`src/rtl/straight_drive_steering_mixer_assert.svh`:
```
// assertion macros shared by the straight drive mixer modules
// depends on nothing; included by modules that carry checks
`ifndef STRAIGHT_DRIVE_STEERING_MIXER_ASSERT_SVH
`define STRAIGHT_DRIVE_STEERING_MIXER_ASSERT_SVH

// same-cycle implication, disabled during reset
`define SDSM_ASSERT_NOW(name, clk, rst_n, ante, cons) \
    name: assert property (@(posedge clk) disable iff (!rst_n) (ante) |-> (cons)) \
        else $error("sdsm check failed: same-cycle rule");

// next-cycle implication, disabled during reset
`define SDSM_ASSERT_NEXT(name, clk, rst_n, ante, cons) \
    name: assert property (@(posedge clk) disable iff (!rst_n) (ante) |=> (cons)) \
        else $error("sdsm check failed: next-cycle rule");

`endif

```
`src/rtl/sdsm_pkg.sv`:
```
// types and constants for the straight drive steering mixer
// no dependencies; imported by every rtl module of the block
package sdsm_pkg;

    localparam int CFG_INDEX_W = 3;
    localparam int CFG_DATA_W  = 23;
    localparam int S_TDATA_W   = 152;
    localparam int M_TDATA_W   = 56;

    localparam logic [11:0] WALL_PRESENT_LEVEL = 12'd100;
    localparam int unsigned FAULT_GRACE_MS     = 500;
    // travel above 300 counts means |l| + |r| of at least 602
    localparam int unsigned ENC_TRAV_SUM_MAX   = 601;
    localparam int unsigned ENC_AVG_WINDOW     = 50;

    // floor(x / 10) = (x * 6554) >> 16 for x below 16384
    localparam logic [12:0] DIV10_RECIP = 13'd6554;
    localparam int          DIV10_SHIFT = 16;
    // floor(x / 5) = (x * 0xCCCCCCCD) >> 34 for any 32-bit x
    localparam logic [31:0] DIV5_RECIP  = 32'hCCCC_CCCD;
    localparam int          DIV5_SHIFT  = 34;

    typedef enum logic [2:0] {
        ST_DRIVING  = 3'd0,
        ST_DONE     = 3'd1,
        ST_TIMEOUT  = 3'd2,
        ST_ENCFAULT = 3'd3,
        ST_FRONT    = 3'd4,
        ST_STARTED  = 3'd5,
        ST_IDLE     = 3'd6
    } status_t;

    typedef enum logic {
        FUNC_START  = 1'b0,
        FUNC_SAMPLE = 1'b1
    } func_t;

    typedef enum logic [CFG_INDEX_W-1:0] {
        REG_TARGET_COUNTS    = 3'd0,
        REG_CRUISE_PWM       = 3'd1,
        REG_TIMEOUT_MS       = 3'd2,
        REG_PWM_MAX          = 3'd3,
        REG_END_SLOW_PWM     = 3'd4,
        REG_SLOW_ZONE_COUNTS = 3'd5,
        REG_FRONT_STOP_LEVEL = 3'd6,
        REG_SIDE_TARGET      = 3'd7
    } cfg_reg_t;

    typedef struct packed {
        logic [22:0] target_counts;
        logic [7:0]  cruise_pwm;
        logic [15:0] timeout_ms;
        logic [9:0]  pwm_max;
        logic [7:0]  end_slow_pwm;
        logic [15:0] slow_zone_counts;
        logic [11:0] front_stop_level;
        logic [11:0] side_target_level;
    } cfg_t;

    typedef struct packed {
        func_t              func;
        logic [31:0]        time_ms;
        logic signed [31:0] enc_left;
        logic signed [31:0] enc_right;
        logic signed [15:0] heading;
        logic [11:0]        ir_left;
        logic [11:0]        ir_right;
        logic [11:0]        ir_front;
    } item_t;

    // handed from the control stage to the mixing stages
    typedef struct packed {
        status_t            status;
        logic signed [31:0] remaining;
        logic [7:0]         base;
        logic signed [14:0] corr_h;
        logic signed [12:0] ir_diff;
        logic [30:0]        enc_diff_q4;
        logic               enc_diff_neg;
    } mid_t;

    typedef struct packed {
        logic signed [10:0] pwm_left;
        logic signed [10:0] pwm_right;
        status_t            status;
        logic signed [31:0] remaining;
    } result_t;

endpackage

```
`src/rtl/sdsm_cfg.sv`:
```
// configuration register file of the straight drive steering mixer
// depends on sdsm_pkg; values are truncated to each register's width
module sdsm_cfg
    import sdsm_pkg::*;
(
    input  logic                   clk,
    input  logic                   rst_n,
    input  logic                   cfg_valid,
    output logic                   cfg_ready,
    input  logic [CFG_INDEX_W-1:0] cfg_index,
    input  logic [CFG_DATA_W-1:0]  cfg_data,
    output cfg_t                   cfg
);

    cfg_t cfg_reg;
    cfg_t cfg_next;

    assign cfg_ready = 1'b1;
    assign cfg       = cfg_reg;

    always_comb
    begin
        cfg_next = cfg_reg;
        if (cfg_valid)
        begin
            case (cfg_reg_t'(cfg_index))
                REG_TARGET_COUNTS:    cfg_next.target_counts     = cfg_data[22:0];
                REG_CRUISE_PWM:       cfg_next.cruise_pwm        = cfg_data[7:0];
                REG_TIMEOUT_MS:       cfg_next.timeout_ms        = cfg_data[15:0];
                REG_PWM_MAX:          cfg_next.pwm_max           = cfg_data[9:0];
                REG_END_SLOW_PWM:     cfg_next.end_slow_pwm      = cfg_data[7:0];
                REG_SLOW_ZONE_COUNTS: cfg_next.slow_zone_counts  = cfg_data[15:0];
                REG_FRONT_STOP_LEVEL: cfg_next.front_stop_level  = cfg_data[11:0];
                REG_SIDE_TARGET:      cfg_next.side_target_level = cfg_data[11:0];
                default:              cfg_next = cfg_reg;
            endcase
        end
    end

    always_ff @(posedge clk or negedge rst_n)
    begin
        if (!rst_n)
        begin
            cfg_reg.target_counts     <= 23'd0;
            cfg_reg.cruise_pwm        <= 8'd0;
            cfg_reg.timeout_ms        <= 16'd2000;
            cfg_reg.pwm_max           <= 10'd255;
            cfg_reg.end_slow_pwm      <= 8'd60;
            cfg_reg.slow_zone_counts  <= 16'd0;
            cfg_reg.front_stop_level  <= 12'd4095;
            cfg_reg.side_target_level <= 12'd0;
        end
        else
        begin
            cfg_reg <= cfg_next;
        end
    end

endmodule

```
`src/rtl/sdsm_ctrl.sv`:
```
// control stage: move state, travel and timing checks, ir cache, correction terms
// depends on sdsm_pkg and the assertion macro header
`include "straight_drive_steering_mixer_assert.svh"

module sdsm_ctrl
    import sdsm_pkg::*;
#(
    parameter int IR_REFRESH_EVERY = 3
)
(
    input  logic  clk,
    input  logic  rst_n,
    input  cfg_t  cfg,
    input  logic  item_valid,
    output logic  item_ready,
    input  item_t item,
    output logic  mid_valid,
    input  logic  mid_ready,
    output mid_t  mid
);

    localparam int PHASE_W = $clog2(IR_REFRESH_EVERY + 1);
    localparam logic [PHASE_W-1:0] PHASE_LAST = PHASE_W'(IR_REFRESH_EVERY - 1);

    logic               active_reg, active_next;
    logic signed [31:0] left_origin_reg, left_origin_next;
    logic signed [31:0] right_origin_reg, right_origin_next;
    logic signed [15:0] heading_target_reg, heading_target_next;
    logic [31:0]        start_time_reg, start_time_next;
    logic [PHASE_W-1:0] phase_reg, phase_next, phase_inc;
    logic               first_sample_reg, first_sample_next;
    logic [11:0]        ir_left_cache_reg, ir_left_cache_next;
    logic [11:0]        ir_right_cache_reg, ir_right_cache_next;
    logic [11:0]        ir_front_cache_reg, ir_front_cache_next;

    logic               mid_valid_reg;
    mid_t               mid_reg, mid_next;
    logic               fire;

    logic signed [32:0] trav_l, trav_r;
    logic signed [33:0] trav_sum, trav_sum_adj, enc_diff, enc_diff_mag;
    logic signed [32:0] avg;
    logic signed [33:0] togo;
    logic signed [32:0] mag_l_full, mag_r_full;
    logic [32:0]        mag_sum;
    logic [31:0]        elapsed;
    logic               done, timed_out, enc_fault, front_hit;
    logic               refresh;
    logic [11:0]        eff_left, eff_right, eff_front;
    logic               wall_l, wall_r;
    logic signed [16:0] hd_diff, hd_adj;
    logic signed [31:0] remaining_sat;

    assign item_ready = !mid_valid_reg || mid_ready;
    assign fire       = item_valid && item_ready;
    assign mid_valid  = mid_valid_reg;
    assign mid        = mid_reg;

    // travel, average and distance to go, all kept wide
    always_comb
    begin
        trav_l = $signed({item.enc_left[31], item.enc_left})
               - $signed({left_origin_reg[31], left_origin_reg});
        trav_r = $signed({item.enc_right[31], item.enc_right})
               - $signed({right_origin_reg[31], right_origin_reg});
        trav_sum     = $signed({trav_l[32], trav_l}) + $signed({trav_r[32], trav_r});
        // halve toward zero
        trav_sum_adj = trav_sum + $signed({33'b0, trav_sum[33]});
        avg          = $signed(trav_sum_adj[33:1]);
        togo         = $signed({11'b0, cfg.target_counts}) - $signed({avg[32], avg});
        enc_diff     = $signed({trav_l[32], trav_l}) - $signed({trav_r[32], trav_r});
        enc_diff_mag = enc_diff[33] ? -enc_diff : enc_diff;

        mag_l_full = trav_l[32] ? -trav_l : trav_l;
        mag_r_full = trav_r[32] ? -trav_r : trav_r;
        mag_sum    = {1'b0, mag_l_full[31:0]} + {1'b0, mag_r_full[31:0]};

        elapsed   = item.time_ms - start_time_reg;
        done      = togo[33] || (togo == 34'sd0);
        timed_out = elapsed > {16'b0, cfg.timeout_ms};
        enc_fault = (elapsed > 32'(FAULT_GRACE_MS))
                 && (mag_sum > 33'(ENC_TRAV_SUM_MAX))
                 && (avg < $signed(33'(ENC_AVG_WINDOW)))
                 && (avg > -$signed(33'(ENC_AVG_WINDOW)));

        if (togo > $signed(34'h0_7FFF_FFFF))
            remaining_sat = 32'sh7FFF_FFFF;
        else if (togo < -$signed(34'h0_8000_0000))
            remaining_sat = -32'sh7FFF_FFFF - 32'sd1;
        else
            remaining_sat = togo[31:0];
    end

    // ir cache refresh, front check, side correction difference and heading difference
    always_comb
    begin
        phase_inc = (phase_reg == PHASE_LAST) ? '0 : phase_reg + 1'b1;
        refresh   = first_sample_reg || (phase_inc == '0);
        eff_left  = refresh ? item.ir_left  : ir_left_cache_reg;
        eff_right = refresh ? item.ir_right : ir_right_cache_reg;
        eff_front = refresh ? item.ir_front : ir_front_cache_reg;
        front_hit = eff_front >= cfg.front_stop_level;
        wall_l    = eff_left  > WALL_PRESENT_LEVEL;
        wall_r    = eff_right > WALL_PRESENT_LEVEL;

        hd_diff = $signed({item.heading[15], item.heading})
                - $signed({heading_target_reg[15], heading_target_reg});
        hd_adj  = hd_diff + $signed({15'b0, {2{hd_diff[16]}}});
    end

    always_comb
    begin
        active_next         = active_reg;
        left_origin_next    = left_origin_reg;
        right_origin_next   = right_origin_reg;
        heading_target_next = heading_target_reg;
        start_time_next     = start_time_reg;
        phase_next          = phase_reg;
        first_sample_next   = first_sample_reg;
        ir_left_cache_next  = ir_left_cache_reg;
        ir_right_cache_next = ir_right_cache_reg;
        ir_front_cache_next = ir_front_cache_reg;

        mid_next.status       = ST_DRIVING;
        mid_next.remaining    = remaining_sat;
        mid_next.base         = (togo < $signed({18'b0, cfg.slow_zone_counts}))
                              ? cfg.end_slow_pwm : cfg.cruise_pwm;
        mid_next.corr_h       = hd_adj[16:2];
        mid_next.enc_diff_q4  = enc_diff_mag[32:2];
        mid_next.enc_diff_neg = enc_diff[33];
        if (wall_l && wall_r)
            mid_next.ir_diff = $signed({1'b0, eff_right}) - $signed({1'b0, eff_left});
        else if (wall_l)
            mid_next.ir_diff = $signed({1'b0, cfg.side_target_level})
                             - $signed({1'b0, eff_left});
        else if (wall_r)
            mid_next.ir_diff = $signed({1'b0, eff_right})
                             - $signed({1'b0, cfg.side_target_level});
        else
            mid_next.ir_diff = 13'sd0;

        if (item.func == FUNC_START)
        begin
            mid_next.status     = ST_STARTED;
            mid_next.remaining  = $signed({9'b0, cfg.target_counts});
            left_origin_next    = item.enc_left;
            right_origin_next   = item.enc_right;
            heading_target_next = item.heading;
            start_time_next     = item.time_ms;
            active_next         = 1'b1;
            phase_next          = '0;
            first_sample_next   = 1'b1;
            ir_left_cache_next  = 12'd0;
            ir_right_cache_next = 12'd0;
            ir_front_cache_next = 12'd0;
        end
        else if (!active_reg)
        begin
            mid_next.status    = ST_IDLE;
            mid_next.remaining = 32'sd0;
        end
        else if (done)
        begin
            mid_next.status = ST_DONE;
            active_next     = 1'b0;
        end
        else if (timed_out)
        begin
            mid_next.status = ST_TIMEOUT;
            active_next     = 1'b0;
        end
        else if (enc_fault)
        begin
            mid_next.status = ST_ENCFAULT;
            active_next     = 1'b0;
        end
        else
        begin
            phase_next          = phase_inc;
            first_sample_next   = 1'b0;
            ir_left_cache_next  = eff_left;
            ir_right_cache_next = eff_right;
            ir_front_cache_next = eff_front;
            if (front_hit)
            begin
                mid_next.status = ST_FRONT;
                active_next     = 1'b0;
            end
        end
    end

    always_ff @(posedge clk or negedge rst_n)
    begin
        if (!rst_n)
        begin
            active_reg         <= 1'b0;
            left_origin_reg    <= '0;
            right_origin_reg   <= '0;
            heading_target_reg <= '0;
            start_time_reg     <= '0;
            phase_reg          <= '0;
            first_sample_reg   <= 1'b1;
            ir_left_cache_reg  <= '0;
            ir_right_cache_reg <= '0;
            ir_front_cache_reg <= '0;
            mid_valid_reg      <= 1'b0;
        end
        else
        begin
            if (fire)
            begin
                active_reg         <= active_next;
                left_origin_reg    <= left_origin_next;
                right_origin_reg   <= right_origin_next;
                heading_target_reg <= heading_target_next;
                start_time_reg     <= start_time_next;
                phase_reg          <= phase_next;
                first_sample_reg   <= first_sample_next;
                ir_left_cache_reg  <= ir_left_cache_next;
                ir_right_cache_reg <= ir_right_cache_next;
                ir_front_cache_reg <= ir_front_cache_next;
            end
            if (item_ready)
                mid_valid_reg <= item_valid;
        end
    end

    always_ff @(posedge clk)
    begin
        if (fire)
            mid_reg <= mid_next;
    end

    `SDSM_ASSERT_NEXT(a_start_arms, clk, rst_n, fire && item.func == FUNC_START, active_reg && first_sample_reg)
    `SDSM_ASSERT_NEXT(a_stop_disarms, clk, rst_n, fire && (mid_next.status == ST_DONE || mid_next.status == ST_TIMEOUT || mid_next.status == ST_ENCFAULT || mid_next.status == ST_FRONT), !active_reg)
    `SDSM_ASSERT_NEXT(a_idle_keeps_state, clk, rst_n, fire && item.func == FUNC_SAMPLE && !active_reg, $stable(left_origin_reg) && $stable(phase_reg) && $stable(ir_front_cache_reg))

endmodule

```
`src/rtl/sdsm_mix.sv`:
```
// mixing stages: constant divisions, correction sums, pwm saturation, result register
// depends on sdsm_pkg and the assertion macro header
`include "straight_drive_steering_mixer_assert.svh"

module sdsm_mix
    import sdsm_pkg::*;
(
    input  logic    clk,
    input  logic    rst_n,
    input  cfg_t    cfg,
    input  logic    mid_valid,
    output logic    mid_ready,
    input  mid_t    mid,
    output logic    out_valid,
    input  logic    out_ready,
    output result_t out
);

    typedef struct packed {
        status_t            status;
        logic signed [31:0] remaining;
        logic [7:0]         base;
        logic signed [14:0] corr_h;
        logic [8:0]         ir_q;
        logic               ir_neg;
        logic [28:0]        enc_q;
        logic               enc_neg;
    } prod_t;

    logic    prod_valid_reg;
    prod_t   prod_reg, prod_next;
    logic    out_valid_reg;
    result_t out_reg, out_next;
    logic    prod_ready, out_free;

    logic [12:0]        ir_mag_full;
    logic [24:0]        ir_prod;
    logic [62:0]        enc_prod;
    logic signed [31:0] ci, ce, ch, base, lim, sum_l, sum_r, pl, pr;

    assign out_free   = !out_valid_reg || out_ready;
    assign prod_ready = !prod_valid_reg || out_free;
    assign mid_ready  = prod_ready;
    assign out_valid  = out_valid_reg;
    assign out        = out_reg;

    // first stage: divisions by 10 and 20 as reciprocal multiplies
    always_comb
    begin
        ir_mag_full = mid.ir_diff[12] ? 13'(-mid.ir_diff) : 13'(mid.ir_diff);
        ir_prod     = {13'b0, ir_mag_full[11:0]} * {12'b0, DIV10_RECIP};
        enc_prod    = {32'b0, mid.enc_diff_q4} * {31'b0, DIV5_RECIP};

        prod_next.status    = mid.status;
        prod_next.remaining = mid.remaining;
        prod_next.base      = mid.base;
        prod_next.corr_h    = mid.corr_h;
        prod_next.ir_q      = ir_prod[DIV10_SHIFT +: 9];
        prod_next.ir_neg    = mid.ir_diff[12];
        prod_next.enc_q     = enc_prod[DIV5_SHIFT +: 29];
        prod_next.enc_neg   = mid.enc_diff_neg;
    end

    // second stage: sum the corrections, clamp to the pwm limit and zero the pwm unless driving
    always_comb
    begin
        base  = $signed({24'b0, prod_reg.base});
        ch    = $signed({{17{prod_reg.corr_h[14]}}, prod_reg.corr_h});
        ci    = prod_reg.ir_neg  ? -$signed({23'b0, prod_reg.ir_q})
                                 :  $signed({23'b0, prod_reg.ir_q});
        ce    = prod_reg.enc_neg ? -$signed({3'b0, prod_reg.enc_q})
                                 :  $signed({3'b0, prod_reg.enc_q});
        lim   = $signed({22'b0, cfg.pwm_max});
        sum_l = base + ch - ci - ce;
        sum_r = base - ch + ci + ce;

        if (sum_l > lim)
            pl = lim;
        else if (sum_l < -lim)
            pl = -lim;
        else
            pl = sum_l;

        if (sum_r > lim)
            pr = lim;
        else if (sum_r < -lim)
            pr = -lim;
        else
            pr = sum_r;

        out_next.status    = prod_reg.status;
        out_next.remaining = prod_reg.remaining;
        if (prod_reg.status == ST_DRIVING)
        begin
            out_next.pwm_left  = pl[10:0];
            out_next.pwm_right = pr[10:0];
        end
        else
        begin
            out_next.pwm_left  = 11'sd0;
            out_next.pwm_right = 11'sd0;
        end
    end

    always_ff @(posedge clk or negedge rst_n)
    begin
        if (!rst_n)
        begin
            prod_valid_reg <= 1'b0;
            out_valid_reg  <= 1'b0;
        end
        else
        begin
            if (prod_ready)
                prod_valid_reg <= mid_valid;
            if (out_free)
                out_valid_reg <= prod_valid_reg;
        end
    end

    always_ff @(posedge clk)
    begin
        if (prod_ready && mid_valid)
            prod_reg <= prod_next;
        if (out_free && prod_valid_reg)
            out_reg <= out_next;
    end

    `SDSM_ASSERT_NOW(a_stopped_pwm_zero, clk, rst_n, out_valid_reg && out_reg.status != ST_DRIVING, out_reg.pwm_left == 11'sd0 && out_reg.pwm_right == 11'sd0)

endmodule

```
`src/rtl/straight_drive_steering_mixer.sv`:
```
// top level of the straight drive steering mixer: input register, control and mixing stages
// depends on sdsm_pkg, sdsm_cfg, sdsm_ctrl and sdsm_mix
//
//   port group   dir   request moves
//   s_axis_*     in    one start or sample request, func in tuser
//   m_axis_*     out   one result per request, status in tuser
//   cfg_*        in    one register write (index, data)
//
// one request is accepted per cycle while no stall holds the pipeline; a result passes
// through the input register, control register, product register and output register
// the control stage updates the move state as a request leaves the input register,
// so back-to-back samples see the state left by the one before
// a stall on m_axis_tready propagates back stage by stage to s_axis_tready
// reset clears all valid flags and the move state; no clearing pass is needed
module straight_drive_steering_mixer
    import sdsm_pkg::*;
#(
    parameter int IR_REFRESH_EVERY = 3
)
(
    input  logic                   clk,
    input  logic                   rst_n,
    input  logic                   s_axis_tvalid,
    output logic                   s_axis_tready,
    // time_ms[31:0], enc_left[63:32], enc_right[95:64], heading[111:96],
    // ir_left[123:112], ir_right[135:124], ir_front[147:136], zero pad
    input  logic [S_TDATA_W-1:0]   s_axis_tdata,
    // func
    input  logic                   s_axis_tuser,
    output logic                   m_axis_tvalid,
    input  logic                   m_axis_tready,
    // pwm_left[10:0], pwm_right[21:11], remaining[53:22], zero pad
    output logic [M_TDATA_W-1:0]   m_axis_tdata,
    // status
    output logic [2:0]             m_axis_tuser,
    input  logic                   cfg_valid,
    output logic                   cfg_ready,
    input  logic [CFG_INDEX_W-1:0] cfg_index,
    input  logic [CFG_DATA_W-1:0]  cfg_data
);

    cfg_t    cfg;
    logic    in_valid_reg;
    item_t   in_item_reg, in_item_next;
    logic    item_ready;
    logic    mid_valid, mid_ready;
    mid_t    mid;
    result_t result;

    assign s_axis_tready = !in_valid_reg || item_ready;

    always_comb
    begin
        in_item_next.func      = func_t'(s_axis_tuser);
        in_item_next.time_ms   = s_axis_tdata[31:0];
        in_item_next.enc_left  = s_axis_tdata[63:32];
        in_item_next.enc_right = s_axis_tdata[95:64];
        in_item_next.heading   = s_axis_tdata[111:96];
        in_item_next.ir_left   = s_axis_tdata[123:112];
        in_item_next.ir_right  = s_axis_tdata[135:124];
        in_item_next.ir_front  = s_axis_tdata[147:136];
    end

    always_ff @(posedge clk or negedge rst_n)
    begin
        if (!rst_n)
            in_valid_reg <= 1'b0;
        else if (s_axis_tready)
            in_valid_reg <= s_axis_tvalid;
    end

    always_ff @(posedge clk)
    begin
        if (s_axis_tvalid && s_axis_tready)
            in_item_reg <= in_item_next;
    end

    sdsm_cfg u_cfg (
        .clk       (clk),
        .rst_n     (rst_n),
        .cfg_valid (cfg_valid),
        .cfg_ready (cfg_ready),
        .cfg_index (cfg_index),
        .cfg_data  (cfg_data),
        .cfg       (cfg)
    );

    sdsm_ctrl #(
        .IR_REFRESH_EVERY (IR_REFRESH_EVERY)
    ) u_ctrl (
        .clk        (clk),
        .rst_n      (rst_n),
        .cfg        (cfg),
        .item_valid (in_valid_reg),
        .item_ready (item_ready),
        .item       (in_item_reg),
        .mid_valid  (mid_valid),
        .mid_ready  (mid_ready),
        .mid        (mid)
    );

    sdsm_mix u_mix (
        .clk       (clk),
        .rst_n     (rst_n),
        .cfg       (cfg),
        .mid_valid (mid_valid),
        .mid_ready (mid_ready),
        .mid       (mid),
        .out_valid (m_axis_tvalid),
        .out_ready (m_axis_tready),
        .out       (result)
    );

    assign m_axis_tdata = {2'b00, result.remaining, result.pwm_right, result.pwm_left};
    assign m_axis_tuser = result.status;

endmodule

```
`config.mk`:
```
export PLATFORM = sky130hd
export DESIGN_NAME = straight_drive_steering_mixer
export DESIGN_NICKNAME = d
export VERILOG_FILES = /design/src/rtl/sdsm_pkg.sv /design/src/rtl/sdsm_cfg.sv /design/src/rtl/sdsm_ctrl.sv /design/src/rtl/sdsm_mix.sv /design/src/rtl/straight_drive_steering_mixer.sv
export VERILOG_INCLUDE_DIRS = /design/src /design/src/rtl
export SDC_FILE = /design/constraint.sdc
export NUM_CORES = 2
export LEC_CHECK = 0
export ABC_AREA = 1
export BUFFER_PORTS_ARGS = -buffer_cell sky130_fd_sc_hd__buf_4
export CAP_MARGIN = 20
export CORE_MARGIN = 10
export CORE_UTILIZATION = 50
export CTS_CLUSTER_DIAMETER = 120
export DETAILED_ROUTE_END_ITERATION = 6
export PLACE_DENSITY_LB_ADDON = 0.12
export SLEW_MARGIN = 10
export SYNTH_ARGS = -nofsm -noshare
export SYNTH_HDL_FRONTEND = slang
export SYNTH_SLANG_ARGS = --single-unit
export TNS_END_PERCENT = 1
```
`constraint.sdc`:
```
create_clock -name clk -period 22.6 [get_ports clk]
set_clock_uncertainty 0.1 [all_clocks]
set_input_delay 4.52 -clock clk [delete_from_list [all_inputs] [get_ports clk]]
set_output_delay 4.52 -clock clk [all_outputs]
set_load 0.02 [all_outputs]
```
==> metrics.cfg <==
[timing]
period_share = 0.513
fmax_ghz = 0.0863
slew_viol_final = 0
min_period_ns = 11.59
setup_viol = 0
hold_viol_final = 0
rsz0062_at_grt = no
final.setup.tns_ns = 0
worst_slew_pin_slew_ns = 1.11
relSlewSlack = 0.251

[clock_network]
hold_buffers = 0
htree_levels = 3
clk_path_buf_depth = 3
cts-root-buf = clkbuf_16
clkSinkCount = 668
clkLatencyLatePin_ns = 0.68
clkSlewWorstSetupHoldPaths_ns = 0.06
cts_tree = yes
post-cts-setup-buffer-count = 0
cts-resized-gates = 0
cts-buffers-inserted = 75

[synth]
synth-edff-count = 407
synth-seq-cells = 668
ys_types = 74
synth.area.top_cells = edfxtp_1 (18%), ha_1 (16%), fa_1 (11%)
syn_avg_cell_area_um2 = 8.14
synth_largest_area_cell = edfxtp_1
seq_area_frac_synth = 0.282
ys.flop_type = edfxtp_1
synth_cells = 8197
async_reset_ff_frac = 0.391
syn-cell-area_um2 = 66700
synth_warnings = 0
synth.top_cell.area_share = 0.183

[setup_path]
cp-end-kind = flip-flop
worst_ep_required_time_ns = 22.98
cp_common_cell = nand2_1
crit_type = flip-flop to flip-flop
cpPeakStageDelay_ns = 0.72
cp_slowest_cell = o21ai_0
start_kind = flip-flop
worstPathArrival_ns = 11.96
cp_max_fo = 26

[routing]
dr.first_iter.drc_count = 3819
viasPerCell = 5.34
ant_nets = 0
drc_errors = 0
finalWirelength_um = 188000
wl_per_cell_um = 18.4
drt-pass1-iter-count = 6
num_vias = 54600

[die]
start_util = 0.505
core_area_um2 = 132000
ios = 246
dieWidth_um = 385
fp-row-count = 133
die-area_um2 = 148000
dieHeight_um = 385

[status]
status = complete, no violations

[run]
max-cap-violations = 0

[placement]
port_buffers = 238
gp_congestion = 0.973
dp_hpwl_um = 157000

[global_route]
overflow = 0
grt_usage = 0.254
grt_pass1_wl_um = 301000
antenna_found_initial = 10
grt_pass1_vias = 54900
grt_start_max_net_pins = 104

[finish]
nets = 9810
syn2layout_area_growth_pct = 9.53
drive_gt1_frac = 0.0698
largest_register_ffs = 149

[hold_path]
hp-class = flip-flop to flip-flop

metrics by stage:
| stage | utilization | cells | setup slack, ns | hold slack [ns] | area, um2 |
|---|---|---|---|---|---|
| 2_1_floorplan | - | 8198 | 10.72 | 0.300 | 66700 |
| 3_3_place_gp | 0.533 | 10100 | 11.20 | 0.300 | 70300 |
| 3_5_place_dp | 0.533 | 10100 | 11.15 | 0.305 | 70300 |
| 4_1_cts | 0.553 | 10200 | 11.12 | 0.296 | 73000 |
| 5_1_grt | 0.554 | 10200 | 9.82 | 0.300 | 73000 |
| 6_report | 0.554 | 10200 | 11.01 | 0.295 | 73000 |
layout make-up:
| type | instances | area (um2) |
|---|---|---|
| fillers | 12500 | 58900 |
| multi-input cells | 5895 | 41700 |
| flip-flops and latches | 668 | 18800 |
| inverters | 1512 | 5680 |
| well taps | 1755 | 2200 |
| clock buffers | 98 | 2010 |
| repair buffers | 265 | 2000 |
| clock inverters | 42 | 644 |
| diodes | 1 | 2.50 |
logic make-up (layout without fill, tap and decap cells):
family | count (synthesis) | in the layout | synth area share
other | 2 | 4 | 0.000113
buffers and inverters | 1635 | 1917 | 0.0935
XOR/XNOR | 453 | 453 | 0.0598
multiplexers | 20 | 20 | 0.00315
adder cells (fa/ha/maj) | 1209 | 1209 | 0.267
AND/OR/NAND/NOR | 2921 | 2921 | 0.187
AO/OA/AOI/OAI | 1289 | 1289 | 0.107
flip-flops | 668 | 668 | 0.282
layout by cell type (no fill, tap or decap), types with 26 or more instances in the layout:
cell and n:
nand4_1 111, nand2_2 48, o21ai_1 28, dfstp_2 31, o21bai_1 33, nor4_1 32
ha_1 852, inv_2 27, nand2_1 1445, nor3_1 108, xnor2_1 105, fa_1 357
a31oi_1 54, a21oi_1 617, inv_1 1480, nor2_1 728, dfrtp_1 230, or2_2 27
buf_4 258, nand3_1 317, nand3b_1 26, o21ai_0 365, clkbuf_16 75, edfxtp_1 407
xor2_1 345, o211ai_1 28
path summary, 6_finish.rpt:
kind | endpoint | depth (start not counted) | slack (ns) | startpoint
worst min register to register | u_mix.base[6] | 0 | 0.29 | u_ctrl.mid[66]
max in group asynchronous | u_ctrl.ir_left_cache_reg[9] | 2 | 17.22 | rst_n
min in group asynchronous | u_ctrl.right_origin_reg[29] | 1 | 3.67 | rst_n
worst min-delay path | u_mix.base[6] | 0 | 0.29 | u_ctrl.mid[66]
worst max register to register | u_ctrl.mid[78] | 58 | 11.01 | in_item_reg[84]
worst max-delay path | u_ctrl.mid[78] | 58 | 11.01 | in_item_reg[84]
critical path, delay by kind of cell (launching register included):
family,cells,cell delay (ns)
and+or+nand+nor,39,5.96
AOI/OAI and AO/OA,8,2.32
adders and majority gates,5,1.57
buffers and inverters,6,1.01
DFF,1,0.35
cells in the mapped netlist (5+ instances only):
cell / instances
nor2_4: 6
nand2_2: 48
a221oi_1: 10
nor4_1: 32
a21boi_0: 16
o21a_1: 24
nand3_1: 317
xnor2_1: 105
a21oi_2: 5
o31ai_1: 16
fa_1: 357
a21oi_1: 618
nand3_2: 11
xor2_1: 345
inv_2: 26
o21ai_0: 365
a21boi_1: 5
o21bai_1: 33
a21o_1: 19
nand4_1: 111
mux2i_1: 12
dfrtp_1: 230
mux2_2: 8
o21ai_1: 28
nand3b_1: 26
nor3b_1: 5
nor2_1: 731
and2_1: 8
ha_1: 852
buf_2: 26
dfstp_2: 31
inv_1: 1483
buf_4: 9
nor3_2: 6
and3_1: 5
a211oi_1: 19
nor3_1: 110
o211ai_1: 28
o221ai_1: 24
or2_2: 27
a31oi_1: 54
nor2_2: 23
nand2_1: 1446
edfxtp_1: 407
clkbuf_1: 81
routing by layer:
layer / vias up / GRT usage / share of wire
li1: 27200 / - / -
met1: 25900 / 0.353 / 0.47
met2: 1333 / 0.412 / 0.45
met3: 232 / 0.0370 / 0.055
met4: 0 / 0.0679 / 0.027
met5: - / 0 / 0
Power is left out: the tool's default activity adds up to more than one toggle a clock period on the data nets, which glitch-free logic cannot reach.
